File: config.mk
export PLATFORM = sky130hd
export DESIGN_NAME = bank_switched_memory_mapper
export DESIGN_NICKNAME = d
export VERILOG_FILES = /design/src/bsmm_pkg.sv /design/src/bsmm_queue.sv /design/src/bsmm_front.sv /design/src/bsmm_back.sv /design/src/bank_switched_memory_mapper.sv
export VERILOG_INCLUDE_DIRS = /design/src /design/src/src
export SDC_FILE = /design/constraint.sdc
export NUM_CORES = 1
export LEC_CHECK = 0
export BUFFER_PORTS_ARGS = -buffer_cell sky130_fd_sc_hd__buf_4
export CAP_MARGIN = 30
export CORE_MARGIN = 10
export CORE_UTILIZATION = 42
export CTS_BUF_LIST = sky130_fd_sc_hd__clkbuf_4 sky130_fd_sc_hd__clkbuf_8 sky130_fd_sc_hd__clkbuf_16
export DETAILED_ROUTE_END_ITERATION = 8
export SYNTH_ARGS = -nofsm -noshare
export SYNTH_HDL_FRONTEND = slang
export SYNTH_HIERARCHICAL = 1
export SYNTH_SLANG_ARGS = --single-unit
File: constraint.sdc
create_clock -name i_clk -period 3.9 [get_ports i_clk]
set_clock_uncertainty 0.1 [all_clocks]
set_input_delay 0.78 -clock i_clk [delete_from_list [all_inputs] [get_ports i_clk]]
set_output_delay 0.78 -clock i_clk [all_outputs]
set_load 0.01 [all_outputs]
File: src/assert_macros.svh
// Assertion macros used by the top-level RTL file.
// Depends on nothing; include by bare file name.
`ifndef ASSERT_MACROS_SVH
`define ASSERT_MACROS_SVH

// Same-cycle implication, checked out of reset.
`define ASSERT_IMP(label, clk, rst_n, ante, cons) \
    label: assert property (@(posedge clk) disable iff (!(rst_n)) (ante) |-> (cons)) \
        else $error("implication check failed");

// Next-cycle implication, checked out of reset.
`define ASSERT_NXT(label, clk, rst_n, ante, cons) \
    label: assert property (@(posedge clk) disable iff (!(rst_n)) (ante) |=> (cons)) \
        else $error("next-cycle check failed");

`endif

File: src/bsmm_pkg.sv
// Types and constants of the bank-switched memory mapper.
// Used by the front end, back end, top level and testbench; depends on nothing.
package bsmm_pkg;

    typedef enum logic [1:0] {
        CMD_READ  = 2'd0,
        CMD_WRITE = 2'd1,
        CMD_BANK  = 2'd2,
        CMD_ROM   = 2'd3
    } t_cmd;

    typedef enum logic [1:0] {
        TGT_NONE   = 2'd0,
        TGT_SYSROM = 2'd1,
        TGT_UROM   = 2'd2,
        TGT_RAM    = 2'd3
    } t_target;

    localparam logic [1:0] CFG_EXPANDED = 2'd0;
    localparam logic [1:0] CFG_ROM_MASK = 2'd1;
    localparam logic [1:0] CFG_SCREEN   = 2'd2;

    localparam logic [2:0] LAYOUT_FLAT      = 3'd0;
    localparam logic [2:0] LAYOUT_HIGH_EXT  = 3'd1;
    localparam logic [2:0] LAYOUT_ALL_EXT   = 3'd2;
    localparam logic [2:0] LAYOUT_SPLIT     = 3'd3;
    localparam logic [2:0] LAYOUT_MID_EXT0  = 3'd4;
    localparam logic [2:0] LAYOUT_MID_EXT1  = 3'd5;
    localparam logic [2:0] LAYOUT_MID_EXT2  = 3'd6;
    localparam logic [2:0] LAYOUT_MID_EXT3  = 3'd7;

    localparam logic [19:0] OFF_EXT_BASE = 20'h10000;
    localparam logic [19:0] OFF_SPLIT    = 20'h08000;
    localparam logic [19:0] OFF_EXT0     = 20'h0C000;
    localparam logic [19:0] OFF_EXT2     = 20'h14000;
    localparam logic [19:0] OFF_EXT3     = 20'h18000;

    localparam logic [1:0] WIN_LOWER = 2'd0;
    localparam logic [1:0] WIN_UPPER = 2'd3;

    typedef struct packed {
        t_cmd        command;
        logic [15:0] addr;
        logic [7:0]  wr_data;
        logic [7:0]  bank_byte;
        logic        lower_ram;
        logic        upper_ram;
        logic [7:0]  rom_choice;
    } t_in_item;

    typedef struct packed {
        t_target     target;
        logic [19:0] phys_addr;
        logic [2:0]  rom_index;
        logic        write_enable;
        logic [7:0]  data_out;
        logic        screen_write;
    } t_out_item;

    typedef struct packed {
        logic       expanded;
        logic [7:0] rom_mask;
        logic [1:0] screen_window;
    } t_cfg;

    // Classified operation handed from front to back.
    typedef struct packed {
        t_cmd        kind;
        logic [15:0] addr;
        logic [7:0]  wr_data;
        logic        screen_hit;
        logic [2:0]  layout;
        logic [2:0]  blk;
        logic        lower_ram;
        logic        upper_ram;
        logic [7:0]  rom_num;
    } t_op;

endpackage

File: src/bsmm_queue.sv
// Small first-in first-out queue of flip-flops, any width and depth.
// Depends on nothing.
module bsmm_queue #(
    parameter int WIDTH = 8,
    parameter int DEPTH = 4
) (
    input  logic             i_clk,
    input  logic             i_rst_n,
    input  logic             push,
    input  logic [WIDTH-1:0] i_wr_data,
    output logic             full,
    input  logic             pop,
    output logic [WIDTH-1:0] o_rd_data,
    output logic             empty
);
    localparam int AW = (DEPTH > 1) ? $clog2(DEPTH) : 1;
    localparam int CW = $clog2(DEPTH + 1);
    localparam logic [AW-1:0] LAST = AW'(DEPTH - 1);
    localparam logic [CW-1:0] FULL_CNT = CW'(DEPTH);

    logic [WIDTH-1:0] r_mem [DEPTH];
    logic [AW-1:0]    r_wp, n_wp;
    logic [AW-1:0]    r_rp, n_rp;
    logic [CW-1:0]    r_cnt, n_cnt;
    logic             do_push, do_pop;

    assign full      = (r_cnt == FULL_CNT);
    assign empty     = (r_cnt == '0);
    assign do_push   = push && !full;
    assign do_pop    = pop && !empty;
    assign o_rd_data = r_mem[r_rp];

    always_comb begin
        n_wp  = r_wp;
        n_rp  = r_rp;
        n_cnt = r_cnt;
        if (do_push) begin
            n_wp = (r_wp == LAST) ? '0 : r_wp + 1'b1;
        end
        if (do_pop) begin
            n_rp = (r_rp == LAST) ? '0 : r_rp + 1'b1;
        end
        if (do_push && !do_pop) begin
            n_cnt = r_cnt + 1'b1;
        end else if (do_pop && !do_push) begin
            n_cnt = r_cnt - 1'b1;
        end
    end

    always_ff @(posedge i_clk) begin
        if (!i_rst_n) begin
            r_wp  <= '0;
            r_rp  <= '0;
            r_cnt <= '0;
        end else begin
            r_wp  <= n_wp;
            r_rp  <= n_rp;
            r_cnt <= n_cnt;
        end
    end

    always_ff @(posedge i_clk) begin
        if (do_push) begin
            r_mem[r_wp] <= i_wr_data;
        end
    end

endmodule

File: src/bsmm_front.sv
// Front end: decodes a command into a classified operation.
// Depends on bsmm_pkg.
module bsmm_front (
    input  bsmm_pkg::t_in_item i_item,
    input  bsmm_pkg::t_cfg     i_cfg,
    output bsmm_pkg::t_op      o_op
);

    always_comb begin
        o_op.kind       = i_item.command;
        o_op.addr       = i_item.addr;
        o_op.wr_data    = i_item.wr_data;
        o_op.screen_hit = (i_item.addr[15:14] == i_cfg.screen_window);
        o_op.layout     = i_item.bank_byte[2:0];
        o_op.blk        = i_cfg.expanded ? i_item.bank_byte[5:3] : 3'd0;
        o_op.lower_ram  = i_item.lower_ram;
        o_op.upper_ram  = i_item.upper_ram;
        o_op.rom_num    = i_item.rom_choice;
    end

endmodule

File: src/bsmm_back.sv
// Back end: holds the mapping state and resolves each operation.
// Depends on bsmm_pkg.
module bsmm_back (
    input  logic                i_clk,
    input  logic                i_rst_n,
    input  logic                i_fire,
    input  bsmm_pkg::t_op       i_op,
    input  logic [7:0]          i_rom_mask,
    output bsmm_pkg::t_out_item o_result
);
    logic [19:0] r_win_off [4];
    logic        r_lower_is_ram;
    logic        r_upper_is_ram;
    logic [7:0]  r_rom_num;

    logic [19:0] n_win_off [4];
    logic [1:0]  win;
    logic [19:0] cur_off;
    logic [19:0] ram_addr;
    logic [19:0] blk_off;
    logic [19:0] ext_base;
    logic        rom_present;

    assign win      = i_op.addr[15:14];
    assign cur_off  = r_win_off[win];
    assign ram_addr = cur_off + {4'd0, i_op.addr};
    assign blk_off  = {1'b0, i_op.blk, 16'h0000};
    assign ext_base = bsmm_pkg::OFF_EXT_BASE + blk_off;

    assign rom_present = (r_rom_num[7:3] == 5'd0) && i_rom_mask[r_rom_num[2:0]];

    always_comb begin
        for (int i = 0; i < 4; i++) begin
            n_win_off[i] = '0;
        end
        case (i_op.layout)
            bsmm_pkg::LAYOUT_FLAT: begin
            end
            bsmm_pkg::LAYOUT_HIGH_EXT: begin
                n_win_off[3] = ext_base;
            end
            bsmm_pkg::LAYOUT_ALL_EXT: begin
                for (int i = 0; i < 4; i++) begin
                    n_win_off[i] = ext_base;
                end
            end
            bsmm_pkg::LAYOUT_SPLIT: begin
                n_win_off[1] = bsmm_pkg::OFF_SPLIT;
                n_win_off[3] = ext_base;
            end
            bsmm_pkg::LAYOUT_MID_EXT0: n_win_off[1] = bsmm_pkg::OFF_EXT0 + blk_off;
            bsmm_pkg::LAYOUT_MID_EXT1: n_win_off[1] = ext_base;
            bsmm_pkg::LAYOUT_MID_EXT2: n_win_off[1] = bsmm_pkg::OFF_EXT2 + blk_off;
            bsmm_pkg::LAYOUT_MID_EXT3: n_win_off[1] = bsmm_pkg::OFF_EXT3 + blk_off;
            default: begin
            end
        endcase
    end

    always_comb begin
        o_result = '0;
        o_result.target = bsmm_pkg::TGT_NONE;
        case (i_op.kind)
            bsmm_pkg::CMD_READ: begin
                if (win == bsmm_pkg::WIN_LOWER && !r_lower_is_ram) begin
                    o_result.target    = bsmm_pkg::TGT_SYSROM;
                    o_result.phys_addr = {6'd0, i_op.addr[13:0]};
                end else if (win == bsmm_pkg::WIN_UPPER && !r_upper_is_ram) begin
                    o_result.target    = bsmm_pkg::TGT_UROM;
                    o_result.phys_addr = {6'd0, i_op.addr[13:0]};
                    o_result.rom_index = rom_present ? r_rom_num[2:0] : 3'd0;
                end else begin
                    o_result.target    = bsmm_pkg::TGT_RAM;
                    o_result.phys_addr = ram_addr;
                end
            end
            bsmm_pkg::CMD_WRITE: begin
                o_result.target       = bsmm_pkg::TGT_RAM;
                o_result.phys_addr    = ram_addr;
                o_result.write_enable = 1'b1;
                o_result.data_out     = i_op.wr_data;
                o_result.screen_write = i_op.screen_hit && (cur_off == '0);
            end
            default: begin
            end
        endcase
    end

    always_ff @(posedge i_clk) begin
        if (!i_rst_n) begin
            for (int i = 0; i < 4; i++) begin
                r_win_off[i] <= '0;
            end
            r_lower_is_ram <= 1'b0;
            r_upper_is_ram <= 1'b0;
            r_rom_num      <= '0;
        end else if (i_fire) begin
            if (i_op.kind == bsmm_pkg::CMD_BANK) begin
                for (int i = 0; i < 4; i++) begin
                    r_win_off[i] <= n_win_off[i];
                end
            end
            if (i_op.kind == bsmm_pkg::CMD_ROM) begin
                r_lower_is_ram <= i_op.lower_ram;
                r_upper_is_ram <= i_op.upper_ram;
                r_rom_num      <= i_op.rom_num;
            end
        end
    end

endmodule

File: src/bank_switched_memory_mapper.sv
// Bank-switched memory mapper, top level: config registers, front end,
// operation queue, back end and result queue.
// Depends on bsmm_pkg, bsmm_front, bsmm_queue, bsmm_back and assert_macros.svh.
//
// Takes one command per cycle while the operation queue is not full, and
// returns one result per command, in order. A command is registered in the
// operation queue, then resolved by the back end as it enters the result queue.
// The back end updates the window offsets in the cycle it retires a bank select,
// so each following access sees it with no bubble. Config writes are always
// taken and must only happen while no command is in flight.
`include "assert_macros.svh"

module bank_switched_memory_mapper #(
    parameter int OP_DEPTH  = 4,
    parameter int RES_DEPTH = 2
) (
    input  logic                i_clk,
    input  logic                i_rst_n,
    input  logic                push,
    output logic                full,
    input  bsmm_pkg::t_in_item  i_in_item,
    output logic                empty,
    input  logic                pop,
    output bsmm_pkg::t_out_item o_out_item,
    input  logic                i_cfg_valid,
    output logic                o_cfg_ready,
    input  logic [1:0]          i_cfg_index,
    input  logic [7:0]          i_cfg_data
);
    localparam int OP_W  = $bits(bsmm_pkg::t_op);
    localparam int RES_W = $bits(bsmm_pkg::t_out_item);

    bsmm_pkg::t_cfg      r_cfg;
    bsmm_pkg::t_op       front_op;
    bsmm_pkg::t_op       back_op;
    bsmm_pkg::t_out_item back_res;
    logic                op_empty;
    logic                res_full;
    logic                back_fire;
    logic [OP_W-1:0]     op_rd;
    logic [RES_W-1:0]    res_rd;
    logic                out_we;
    logic                out_scr;
    logic                out_none;
    logic                out_zero;

    assign o_cfg_ready = 1'b1;

    always_ff @(posedge i_clk) begin
        if (!i_rst_n) begin
            r_cfg.expanded      <= 1'b0;
            r_cfg.rom_mask      <= 8'h01;
            r_cfg.screen_window <= 2'd3;
        end else if (i_cfg_valid && o_cfg_ready) begin
            case (i_cfg_index)
                bsmm_pkg::CFG_EXPANDED: r_cfg.expanded      <= i_cfg_data[0];
                bsmm_pkg::CFG_ROM_MASK: r_cfg.rom_mask      <= i_cfg_data;
                bsmm_pkg::CFG_SCREEN:   r_cfg.screen_window <= i_cfg_data[1:0];
                default: begin
                end
            endcase
        end
    end

    bsmm_front u_front (
        .i_item (i_in_item),
        .i_cfg  (r_cfg),
        .o_op   (front_op)
    );

    bsmm_queue #(
        .WIDTH (OP_W),
        .DEPTH (OP_DEPTH)
    ) u_op_queue (
        .i_clk     (i_clk),
        .i_rst_n   (i_rst_n),
        .push      (push),
        .i_wr_data (front_op),
        .full      (full),
        .pop       (back_fire),
        .o_rd_data (op_rd),
        .empty     (op_empty)
    );

    assign back_op   = bsmm_pkg::t_op'(op_rd);
    assign back_fire = !op_empty && !res_full;

    bsmm_back u_back (
        .i_clk      (i_clk),
        .i_rst_n    (i_rst_n),
        .i_fire     (back_fire),
        .i_op       (back_op),
        .i_rom_mask (r_cfg.rom_mask),
        .o_result   (back_res)
    );

    bsmm_queue #(
        .WIDTH (RES_W),
        .DEPTH (RES_DEPTH)
    ) u_res_queue (
        .i_clk     (i_clk),
        .i_rst_n   (i_rst_n),
        .push      (back_fire),
        .i_wr_data (back_res),
        .full      (res_full),
        .pop       (pop),
        .o_rd_data (res_rd),
        .empty     (empty)
    );

    assign o_out_item = bsmm_pkg::t_out_item'(res_rd);

    assign out_we   = !empty && o_out_item.write_enable;
    assign out_scr  = !empty && o_out_item.screen_write;
    assign out_none = !empty && (o_out_item.target == bsmm_pkg::TGT_NONE);
    assign out_zero = (o_out_item.phys_addr == '0) && (o_out_item.data_out == '0);

    `ASSERT_IMP(a_we_is_ram, i_clk, i_rst_n, out_we, o_out_item.target == bsmm_pkg::TGT_RAM)
    `ASSERT_IMP(a_scr_is_write, i_clk, i_rst_n, out_scr, o_out_item.write_enable)
    `ASSERT_IMP(a_none_is_zero, i_clk, i_rst_n, out_none, out_zero)
    `ASSERT_NXT(a_retire_fills, i_clk, i_rst_n, back_fire, !empty)

endmodule

Word-level counts from Yosys, hierarchy flattened
Memory sizes are Yosys's and may differ from the RTL's. A register that Yosys moved wholly into a read port is not among the register bits.
Index checks and enable logic that the tools add are counted.
{ "op_classes": {"n_addsub": 13, "mul": 0, "div_mod_pow": 0, "order_cmp": 1, "n_eq_ne": 18, "shifts": 0, "n_mux": 39, "bitwise_logic": 4, "reduce_logical": 38} }
{ "op_table": {"columns": ["op", "count"], "rows": [
  ["two-way mux 20 bit", 6],
  ["case mux 20 bit (5 select lines)", 1],
  ["adder 17 x 19 -> 20 bit (first input constant)", 3],
  ["case mux 22 bit (2 select lines)", 1],
  ["two-way mux 22 bit", 1],
  ["two-way mux 21 bit", 1],
  ["two-way mux 3 bit", 7],
  ["adder 16 x 19 -> 20 bit (first input constant)", 1],
  ["adder 20 x 16 -> 20 bit", 1],
  ["logical NOT 20 bit", 1],
  ["equality test 3 bit (second input constant)", 5],
  ["equality test 2 bit (second input constant)", 7],
  ["two-way mux 1 bit", 14],
  ["logical AND 1 bit", 13],
  ["two-way mux 2 bit", 6],
  ["logical NOT 1 bit", 10],
  ["two-way mux 10 bit", 1],
  ["logical NOT 2 bit", 4],
  ["AND reduction 2 bit", 4],
  ["adder 2 x 1 -> 2 bit (second input constant)", 3],
  ["equality test 3 x 2 -> 1 bit (second input constant)", 2],
  ["logical NOT 5 bit", 1],
  ["equality test 2 x 1 -> 1 bit (second input constant)", 2],
  ["< comparator 3 x 4 -> 1 bit (second input constant)", 1],
  ["12 further kinds", 17]
]} }
{ "totals": {"reg_bits": 32, "latchBits": 0, "ramBits": 322, "romBits": 0, "out_inout_bits": 38, "word_cells": 128, "mem_count": 3} }
{ "mem_list": {"columns": ["memory", "words", "width", "read_ports", "rd_ports_with_merged_regs", "wr", "line", "text"], "rows": [
  ["u_op_queue.r_mem", 4, 43, 1, 1, 1, "bsmm_queue.sv:21", "logic [WIDTH-1:0] r_mem [DEPTH];"],
  ["u_back.r_win_off", 4, 20, 1, 0, 4, "bsmm_back.sv:11", "logic [19:0] r_win_off [4];"],
  ["u_res_queue.r_mem", 2, 35, 1, 1, 1, "bsmm_queue.sv:21", null]
]} }

Longest topological paths before layout
Gate-level depths: netlist of the first run.
{ "logic_depth": {"word_depth": 8, "depth_mapped": 11} }

By module
Netlist of the first run, hierarchy kept.
{ "modules_own_cells": {"columns": ["mod", "n_inst", "cells_each", "area_each_um2", "seq_area_each_um2"], "rows": [
  ["bsmm_queue at u_op_queue", 1, 276, 6740.2, 5345.1],
  ["bsmm_queue at u_res_queue", 1, 134, 2757.6, 2202.1],
  ["bsmm_back", 1, 180, 1582.8, 620.6],
  ["bank_switched_memory_mapper", 1, 52, 481.7, 220.2],
  ["bsmm_front", 1, 45, 332.8, 0.0]
]} }

Worst setup path before layout of the first run
Ideal clock, no wire load.
{ "synth_path": {"kind": "flip-flop to flip-flop", "startpoint": "register u_res_queue.r_cnt[0]", "endpoint": "memory u_res_queue/r_mem[0][0] in the netlist's numbering, enable pin", "arrival_time_ps": 2395, "path_slack_ps": 982, "stages_incl_launch_ff": 6, "synth_period_minus_slack_ps": 2918, "path_cell_list": "dfxtp_1 -> nand2b_1 -> inv_2 -> nor2_1 -> inv_1 -> nor3_2"} }
{ "synth_between": {"elab_chain_cells": 6} }
{ "synth_rtl": {"columns": ["item", "line", "text"], "rows": [
  ["start, declared", "bsmm_queue.sv:24", "logic [CW-1:0] r_cnt, n_cnt;"],
  ["start signal, assigned", "bsmm_queue.sv:58", "r_cnt <= n_cnt;"],
  ["equality test 2 bit", "bsmm_queue.sv:27", "assign full = (r_cnt == FULL_CNT);"],
  ["named net res_full", "bank_switched_memory_mapper.sv:38", "logic res_full;"],
  ["logical NOT 1 bit", "bank_switched_memory_mapper.sv:86", "assign back_fire = !op_empty && !res_full;"],
  ["logical AND 1 bit", "bank_switched_memory_mapper.sv:86", null],
  ["named net back_fire", "bank_switched_memory_mapper.sv:39", "logic back_fire;"],
  ["logical AND 1 bit", "bsmm_queue.sv:29", "assign do_push = push && !full;"],
  ["two-way mux 1 bit", "bsmm_queue.sv:63", "if (do_push) begin"],
  ["two-way mux 1 bit (implied by the code)", "bsmm_queue.sv:64", "r_mem[r_wp] <= i_wr_data;"],
  ["end, declared", "bsmm_queue.sv:21", null]
]} }
The timed path passes the listed nets, and every way through them passes these cells.

==> impl_metrics.toml, run 1 <==
[finish]
fill_cells = 2308
layout_commonest_cell = "edfxtp_1"
layout.nets = 827
diodes = 0
multi_input_area_um2 = 2950
register_area_um2 = 8390
area_growth_pct = 14.4
drive_above_1_share = 0.319
final_cell_mix = "256 x edfxtp_1, 98 x buf_4, 49 x nand2_1"

[grt]
grt_pass1_vias = 6229
antenna_found_initial = 0
grt_max_degree = 49
grt_usage = 0.123
grt_pass1_wl_mm = 35.1
overflow = 0

[placement]
place_congestion = 0.772
port_buffers = 93
post-dp-hpwl_mm = 14.1

[clock_tree]
clkLatencyLatePin_ps = 540
cts-root-buf = "clkbuf_16"
cts_setup_buffers = 0
cts_max_level = 1
clk_pin_slew_ps = 60
cts_buffer_depth = 3
hold_buffers = 0
cts_tree = "built"
cts_buffers = 31
cts_resized = 0
cts_num_sinks = 291

[worst_setup_path]
r2r_cells = 6
endpoint_kind = "register"
reg2reg_slack_ps = 870
cp-start-kind = "register"
cp_top_family = "simple AND/OR/NAND/NOR gates"
crit_buf_inv = 1
crit_chain = "buf_4, mux4_2, nand4b_1, nor2_1, o21ai_0, nor2_1"
crit_slowest_cell = "mux4_2"
crit_fanout = 26
critPathArrivalTime_ps = 3330
crit_type = "register to register"
cp.required_ps = 4190
cp_common_cell = "nor2_1"
r2r-end = "u_back/r_win_off[3][19]$_SDFFCE_PN0P_"
cpPeakStageDelay_ps = 660

[detailed_routing]
via_count = 5789
vias_per_cell = 4.99
drt-pass1-iter-count = 4
drtIter0Drc = 277
wire_per_inst_um = 19.1
drc = 0
routed_wl_mm = 22.1
antenna_left = 0

[synthesis]
synthAdderAreaFrac = 0.0122
ys_warn_count = 6
synthMuxAreaShare = 0.136
synthesis.nets = 757
yosysSeqAreaShare = 0.705
ys_types = 58
synth_top_family_by_area = "multiplexers"
synth_compound_gate_area_share = 0.0267
async_flop_share = 0
avgSynthCellArea_um2 = 17.3
yosys.area_share.simple = 0.0648
syn_area_um2 = 11900
ys.flop_type = "edfxtp_1"
synth_edf_count = 256
syn_inst = 687
synth_xor_xnor_area_share = 0.00736
synth_seq_cells = 291

[timing]
worst_slew_pin_slew_ps = 946
hold_viol = 0
fin_crit_ps = 3030
fin_crit_sh = 0.777
rsz0062_at_grt = "false"
setup_viol = 0
slew_viol_final = 0
setup_tns_ps = 0
relSlewSlack = 0.369
max_freq_mhz = 330

[power_and_ir_drop]
pwr_density_cell_nw_per_um2 = 708
p_switching_mw = 2.77
p_int_mw = 6.87
combPwrFrac = 0.271
p_clk_frac = 0.273
ir_worst_vdd_uv = 326
p_leak_nw = 4.65
finalPower_mw = 9.63
swShare = 0.287
seqPwrFrac = 0.456

[flow_run]
maxCapViolations = 0

[floorplan]
chipHeight_um = 188
fp.dieW_um = 188
fp-row-count = 61
die-area_um2 = 35500
initial_core_util = 0.427
core-area_um2 = 27900
pin_count = 97

[worst_hold_path]
min_from = "i_in_item[24]"
holdPathEnd = "u_op_queue/r_mem[3][23]$_DFFE_PP_"
whs_path_depth = 1
hold_path.class = "input port to register"

[run_status]
status = "finished, final reports clean"
per-layer routing:
metal / global-route usage / share of wire
met5: 0 / 0
met1: 0.149 / 0.43
met4: 0.0259 / 0.012
met3: 0.0294 / 0.052
met2: 0.220 / 0.51
worst reg2reg max path, cell delays in order, from the launching register on:
cell and delay [ps]:
dfxtp_4 590, buf_4 550, mux4_2 700, nand4b_1 380, nor2_1 220, o21ai_0 190
nor2_1 170
cells in the mapped netlist (2+ instances only):
cell      count  area [um^2]
nor4_1        2         12.5
clkbuf_1      5         18.8
mux2_2       37          417
a21oi_1       9         45.0
buf_6         3         33.8
nor2b_1      21          131
o21ai_0       8         40.0
ha_1         10          125
a21boi_0     12         90.1
nor2_1       28          105
nor3_1        3         15.0
xnor2_1       6         52.6
xor2_1        4         35.0
buf_4        45          338
a31o_2        2         17.5
and2_1       22          138
or3_1         2         12.5
mux4_1        3         78.8
dfxtp_1      35          701
inv_1        14         52.6
edfxtp_1    256         7690
nand4b_1      2         17.5
buf_12        4         80.1
nor3b_1       3         22.5
mux4_2       42          946
nand2_1      49          184
mux2i_1      16          160
nand4_1       3         18.8
nand3_1       5         25.0
buf_2         8         40.0
cell type report:
cell class                      count  share of cell area
Clock buffer                       39              0.0614
Clock inverter                     18             0.00625
Inverter                           15             0.00414
Multi-Input combinational cell    316               0.217
Sequential cell                   291               0.617
Tap cell                          378              0.0347
Timing Repair Buffer              102              0.0599
worst max-delay path by stage:
| stage | from | endpoint | depth (start not counted) |
|---|---|---|---|
| 3_5_place_dp | register | u_back/r_win_off[3][19]$_SDFFCE_PN0P_ | 6 |
| 5_1_grt | register | u_back/r_win_off[3][19]$_SDFFCE_PN0P_ | 6 |
| 2_1_floorplan | u_res_queue/r_cnt[0]$_SDFFE_PN0P_ | u_res_queue/r_mem[0][0]$_DFFE_PP_ | 5 |
| 6_report | register | u_back/r_win_off[3][19]$_SDFFCE_PN0P_ | 6 |
| 3_3_place_gp | register | u_back/r_win_off[3][16]$_SDFFCE_PN0P_ | 6 |
| 4_1_cts | register | u_back/r_win_off[3][19]$_SDFFCE_PN0P_ | 6 |
power by group through the flow:
stage	Combinational, mW	Clock, mW	Sequential (mW)
after floorplan	1.93	0	4.32
after global placement	2.59	0	4.43
after detailed placement	2.66	0	4.47
after CTS	2.68	2.69	4.41
after global routing	2.88	2.83	4.46
final	2.61	2.63	4.39
logic make-up after synthesis:
family                   count (synthesis)
flip-flops                             291
AND/OR/NAND/NOR                        150
multiplexers                            99
buffers and inverters                   80
AO/OA/AOI/OAI                           45
adder cells (fa/ha/maj)                 11
XOR/XNOR                                10
other                                    1
registers in the layout (all words and copies together), names as in the netlist, named ones only:
name	count
r_cfg	11
u_back/r_lower_is_ram	1
u_back/r_rom_num	8
u_back/r_upper_is_ram	1
u_back/r_win_off	14
u_op_queue/r_cnt	3
u_op_queue/r_mem	172
u_op_queue/r_rp	2
u_op_queue/r_wp	2
u_res_queue/r_cnt	2
u_res_queue/r_mem	70
u_res_queue/r_rp	1
u_res_queue/r_wp	1
metrics by stage:
step / cell area (um^2) / hold slack [ps] / utilization / setup slack (ps) / std cells
after global routing: 13600 / 317 / 0.489 / 588 / 1159
after CTS: 13600 / 310 / 0.489 / 801 / 1159
after detailed placement: 12700 / 348 / 0.456 / 810 / 1102
after floorplan: 11900 / 332 / - / 982 / 687
final: 13600 / 334 / 0.489 / 868 / 1159
after global placement: 12700 / 340 / 0.456 / 892 / 1102
Power figures use the tool's default switching activity.
==> run 2: changes to the inputs <==
==> constraint.sdc (replaced) <==
create_clock -name i_clk -period 3.13 [get_ports i_clk]
set_clock_uncertainty 0.1 [all_clocks]
set_input_delay 0.626 -clock i_clk [delete_from_list [all_inputs] [get_ports i_clk]]
set_output_delay 0.626 -clock i_clk [all_outputs]
set_load 0.01 [all_outputs]
==> run 2 against run 1 <==
  * Non-clock buffer count rose by 15
  * First-iteration DRC count down 6.9%
  * Die area is the same
  * Combinational power increased by 31%
  * Sequential share of layout area shrank 0.95 points
  * Core utilization is 0.77 points higher
  * Sequential cell count unchanged
  * Cell count up 1.4%
  * Critical endpoint unchanged
==> impl_metrics.toml, run 2 (synthesized netlist as in run 1, its figures left out) <==
[worst_hold_path]
hold_path.class = "input port to register"
holdPathEnd = "u_op_queue/r_mem[0][22]$_DFFE_PP_"
min_from = "i_in_item[23]"
whs_path_depth = 1

[clock_tree]
cts_tree = "built"
cts_num_sinks = 291
cts_setup_buffers = 0
hold_buffers = 0
clkLatencyLatePin_ps = 540
cts_buffer_depth = 3
cts-root-buf = "clkbuf_16"
cts_buffers = 31
cts_resized = 0
cts_max_level = 1
clk_pin_slew_ps = 60

[placement]
dpl_worst_slack_ps = 452
post-dp-hpwl_mm = 14.7
port_buffers = 93
place_congestion = 0.721

[timing]
hold_viol = 0
hold_slack_ps = 172
setup_slack_ps = 432
slew_viol_final = 0
setup_viol = 0
max_freq_mhz = 371
setup_tns_ps = 0
fin_crit_ps = 2700
fin_crit_sh = 0.862
relSlewSlack = 0.501
rsz0062_at_grt = "false"
worst_slew_pin_slew_ps = 743

[finish]
layout.nets = 842
fill_cells = 2342
multi_input_area_um2 = 2950
area_growth_pct = 16.2
drive_above_1_share = 0.340
diodes = 0
reg_top3 = "u_op_queue/r_mem x172, u_res_queue/r_mem x70, u_back/r_win_off x14"
largest_reg_flops = 172
register_area_um2 = 8390
final_cell_mix = "256 x edfxtp_1, 116 x buf_4, 49 x nand2_1"
layout_commonest_cell = "edfxtp_1"
utilization = 0.496
regMostFlops = "u_op_queue/r_mem"

[worst_setup_path]
critPathArrivalTime_ps = 2990
r2r-end = "u_back/r_win_off[3][19]$_SDFFCE_PN0P_"
crit_chain = "buf_4, buf_4, mux4_2, nand4b_1, nor2_1, o21ai_0, nor2_1"
crit_buf_inv = 2
crit_fanout = 23
crit_slowest_cell = "mux4_2"
cp_top_family = "simple AND/OR/NAND/NOR gates"
reg2reg_slack_ps = 430
cp-start-kind = "register"
cp.required_ps = 3420
crit_type = "register to register"
endpoint_kind = "register"
r2r_cells = 7
cpPeakStageDelay_ps = 420

[floorplan]
core-area_um2 = 27900
fp-row-count = 61
die-area_um2 = 35500
chipHeight_um = 188
initial_core_util = 0.427
pin_count = 97
fp.dieW_um = 188

[detailed_routing]
drc = 0
wire_per_inst_um = 18.7
antenna_left = 0
drtIter0Drc = 258
drt-pass1-iter-count = 4
via_count = 5834
routed_wl_mm = 21.9
vias_per_cell = 4.97

[grt]
grt_pass1_wl_mm = 34.3
overflow = 0
antenna_found_initial = 0
grt_pass1_vias = 6197
grt_usage = 0.121
grt_max_degree = 37

[power_and_ir_drop]
pwr_density_cell_nw_per_um2 = 902
p_leak_nw = 4.79
ir_worst_vdd_uv = 501
finalPower_mw = 12.5

[flow_run]
maxCapViolations = 0

[run_status]
status = "finished, final reports clean"
## run 2: changes by cell type in the layout (fill, tap and decap cells not counted), sizes merged
cell,change
buf,+15
clkinv,-6
bufinv,+4
clkbuf,+3
## run 2: how the worst max path moves through the flow
stage,end,startpoint,slack [ps],cells after the start
after CTS,u_back/r_win_off[3][19]$_SDFFCE_PN0P_,register,420,7
after global placement,u_back/r_win_off[3][16]$_SDFFCE_PN0P_,register,500,7
final,u_back/r_win_off[3][19]$_SDFFCE_PN0P_,register,430,7
after detailed placement,u_back/r_win_off[3][19]$_SDFFCE_PN0P_,register,450,7
after global routing,u_back/r_rom_num[0]$_SDFFE_PN0P_,register,230,7
after floorplan,u_res_queue/r_mem[0][0]$_DFFE_PP_,u_res_queue/r_cnt[0]$_SDFFE_PN0P_,210,5
## run 2: final cells by class
cell class,count,area share
Clock buffer,42,0.0634
Clock inverter,16,0.0132
Inverter,15,0.00407
Multi-Input combinational cell,316,0.214
Sequential cell,291,0.607
Tap cell,378,0.0342
Timing Repair Buffer,117,0.0644
## run 2: stage by stage
step / area (um^2) / cells
2_1_floorplan: 11900 / 687
3_3_place_gp: 12800 / 1117
3_5_place_dp: 12800 / 1117
4_1_cts: 13800 / 1175
5_1_grt: 13800 / 1175
6_report: 13800 / 1175
## run 2: report_power, final
part	switching, mW	total, mW	internal [mW]	leakage [nW]
clock	1.39	3.68	2.28	0.534
combinational	1.84	3.42	1.58	1.58
sequential	0.214	5.37	5.15	2.68
## run 2: metal layers
metal,wire (um),global-route usage,vias to the layer above,part of all wire
met1,9120,0.142,2922,0.42
met2,11300,0.215,127,0.51
met4,517,0.0354,0,0.024
met3,1020,0.0290,36,0.047
met5,0,0,-,0
li1,-,-,2749,-
==> run 3: changes to the inputs <==
==> constraint.sdc (replaced) <==
create_clock -name i_clk -period 2.3 [get_ports i_clk]
set_clock_uncertainty 0.1 [all_clocks]
set_input_delay 0.46 -clock i_clk [delete_from_list [all_inputs] [get_ports i_clk]]
set_output_delay 0.46 -clock i_clk [all_outputs]
set_load 0.01 [all_outputs]
==> run 3 against run 2 <==
  * The flow now finishes with violations (negative setup slack)
  * Clock power grew 33%
  * Wire length grew 3.5%
  * Register-to-register slack lost 460 ps
  * Sequential power grew 36%
  * Final area grew 2.8%
  * Hold slack lost 150 ps
  * Via count grew 2.6%
  * Power grew 40%
  * Non-clock buffer count grew 32
==> impl_metrics.toml, run 3 (synthesized netlist as in run 1, its figures left out) <==
[finish]
reg_top3 = "u_op_queue/r_mem x172, u_res_queue/r_mem x70, u_back/r_win_off x14"
utilization = 0.510
regMostFlops = "u_op_queue/r_mem"
layout_commonest_cell = "edfxtp_1"
diodes = 0
drive_above_1_share = 0.376
final_cell_mix = "256 x edfxtp_1, 136 x buf_4, 49 x nand2_1"
largest_reg_flops = 172
area_growth_pct = 19.4
fin_area_um2 = 14200
layout.nets = 872

[clock_tree]
cts-root-buf = "clkbuf_16"
clkLatencyLatePin_ps = 540
cts_tree = "built"
cts_num_sinks = 291
cts_buffers = 29
cts_buffer_depth = 3
clk_pin_slew_ps = 60
cts_max_level = 1

[detailed_routing]
vias_per_cell = 4.98
wire_per_inst_um = 18.9
via_count = 5984
drt-pass1-iter-count = 4
drc = 0
antenna_left = 0
drtIter0Drc = 402
routed_wl_mm = 22.7

[worst_setup_path]
crit_fanout = 5
endpoint_kind = "register"
critPathArrivalTime_ps = 2510
reg2reg_slack_ps = -20
crit_type = "register to register"
cp.required_ps = 2480
cp-start-kind = "register"
r2r-end = "u_res_queue/r_mem[1][32]$_DFFE_PP_"
r2r_cells = 8

[placement]
port_buffers = 93
post-dp-hpwl_mm = 15.2
place_area_um2 = 13100
place_congestion = 0.758

[grt]
overflow = 0
grt_pass1_vias = 6630
antenna_found_initial = 0
grt_pass1_wl_mm = 36.2
grt_max_degree = 48
grt_usage = 0.127

[floorplan]
fp.dieW_um = 188
core-area_um2 = 27900
fp-row-count = 61
initial_core_util = 0.427
chipHeight_um = 188
die-area_um2 = 35500
pin_count = 97

[timing]
fin_crit_sh = 1.01
setup_slack_ps = -23.0
setup_viol = 3
slew_viol_final = 0
hold_viol = 0
max_freq_mhz = 430
rsz0062_at_grt = "true"
setup_tns_ps = -47.4
hold_slack_ps = 23.7
fin_crit_ps = 2320

[worst_hold_path]
holdPathEnd = "u_op_queue/r_mem[1][9]$_DFFE_PP_"
hold_path.class = "input port to register"
min_from = "i_in_item[9]"
whs_path_depth = 1

[flow_run]
maxCapViolations = 0

[power_and_ir_drop]
pwr_density_cell_nw_per_um2 = 1230
ir_worst_vdd_uv = 655
p_leak_nw = 4.94

[run_status]
status = "complete, but fails checks"
violations = "negative setup slack"
## run 3: cell count changes in the layout (fill, tap and decap cells not counted), moves of 3 or more
cell	before	now
a21oi_1	9	6
a21oi_2	1	4
buf_12	1	9
buf_4	116	136
clkbuf_4	8	3
clkbuf_8	3	0
clkinv_1	3	8
clkinv_2	7	4
dlygate4sd3_1	0	4
ha_1	10	7
## run 3: stage by stage
stage               setup slack [ps]  total power [mW]  cells
floorplan                       -295              10.7    687
global placement               -20.0              12.4   1139
detailed placement             -50.4              12.6   1139
CTS                            -19.1              17.6   1197
global route                    -157              18.3   1202
finish                         -23.0              17.4   1202
## run 3: layer usage
| metal | part of all wire | up-vias | wire [um] | global-route usage |
|---|---|---|---|---|
| met5 | 0 | - | 0 | 0 |
| met4 | 0.021 | 0 | 484 | 0.0354 |
| met3 | 0.059 | 35 | 1340 | 0.0270 |
| met2 | 0.50 | 135 | 11400 | 0.221 |
| met1 | 0.42 | 3005 | 9450 | 0.157 |
| li1 | - | 2809 | - | - |
## run 3: what timing repair did
action | in CTS | in global routing
endpoints found under the hold margin | 12 | 0
hold buffers | 4 | 0
endpoints found under the setup margin | 8 | 48
setup buffers | 1 | 5
resized for setup | 7 | 7
pin swaps | 1 | 2
## run 3: how the worst max path moves through the flow
stage / to / slack [ps] / cells past startpoint / start
3_3_place_gp: u_res_queue/r_mem[1][12]$_DFFE_PP_ / -20 / 6 / register
3_5_place_dp: u_res_queue/r_mem[1][32]$_DFFE_PP_ / -50 / 8 / register
5_1_grt: u_res_queue/r_mem[1][32]$_DFFE_PP_ / -160 / 8 / register
2_1_floorplan: u_res_queue/r_mem[0][31]$_DFFE_PP_ / -300 / 10 / register
6_report: u_res_queue/r_mem[1][32]$_DFFE_PP_ / -20 / 8 / register
4_1_cts: u_res_queue/r_mem[1][32]$_DFFE_PP_ / -20 / 8 / register
## run 3: power by group
| group | switching [mW] | internal [mW] |
|---|---|---|
| Clock | 1.90 | 3.01 |
| Combinational | 2.68 | 2.56 |
| Sequential | 0.287 | 7.01 |
| Total | 4.86 | 12.6 |
## run 3: critical path: stages (launching register included)
cell,delay (ps)
dfxtp_4,380
mux4_2,510
and2b_2,240
and2_4,140
ha_4,130
inv_2,40
a2111oi_4,260
a31o_2,220
a21oi_2,60
## run 3: layout make-up
| class | count | area [um^2] |
|---|---|---|
| Clock buffer | 32 | 748 |
| Clock inverter | 21 | 255 |
| Fill cell | 2301 | 13700 |
| Inverter | 15 | 56.3 |
| Multi-Input combinational cell | 316 | 3040 |
| Sequential cell | 291 | 8400 |
| Tap cell | 378 | 473 |
| Timing Repair Buffer | 149 | 1240 |
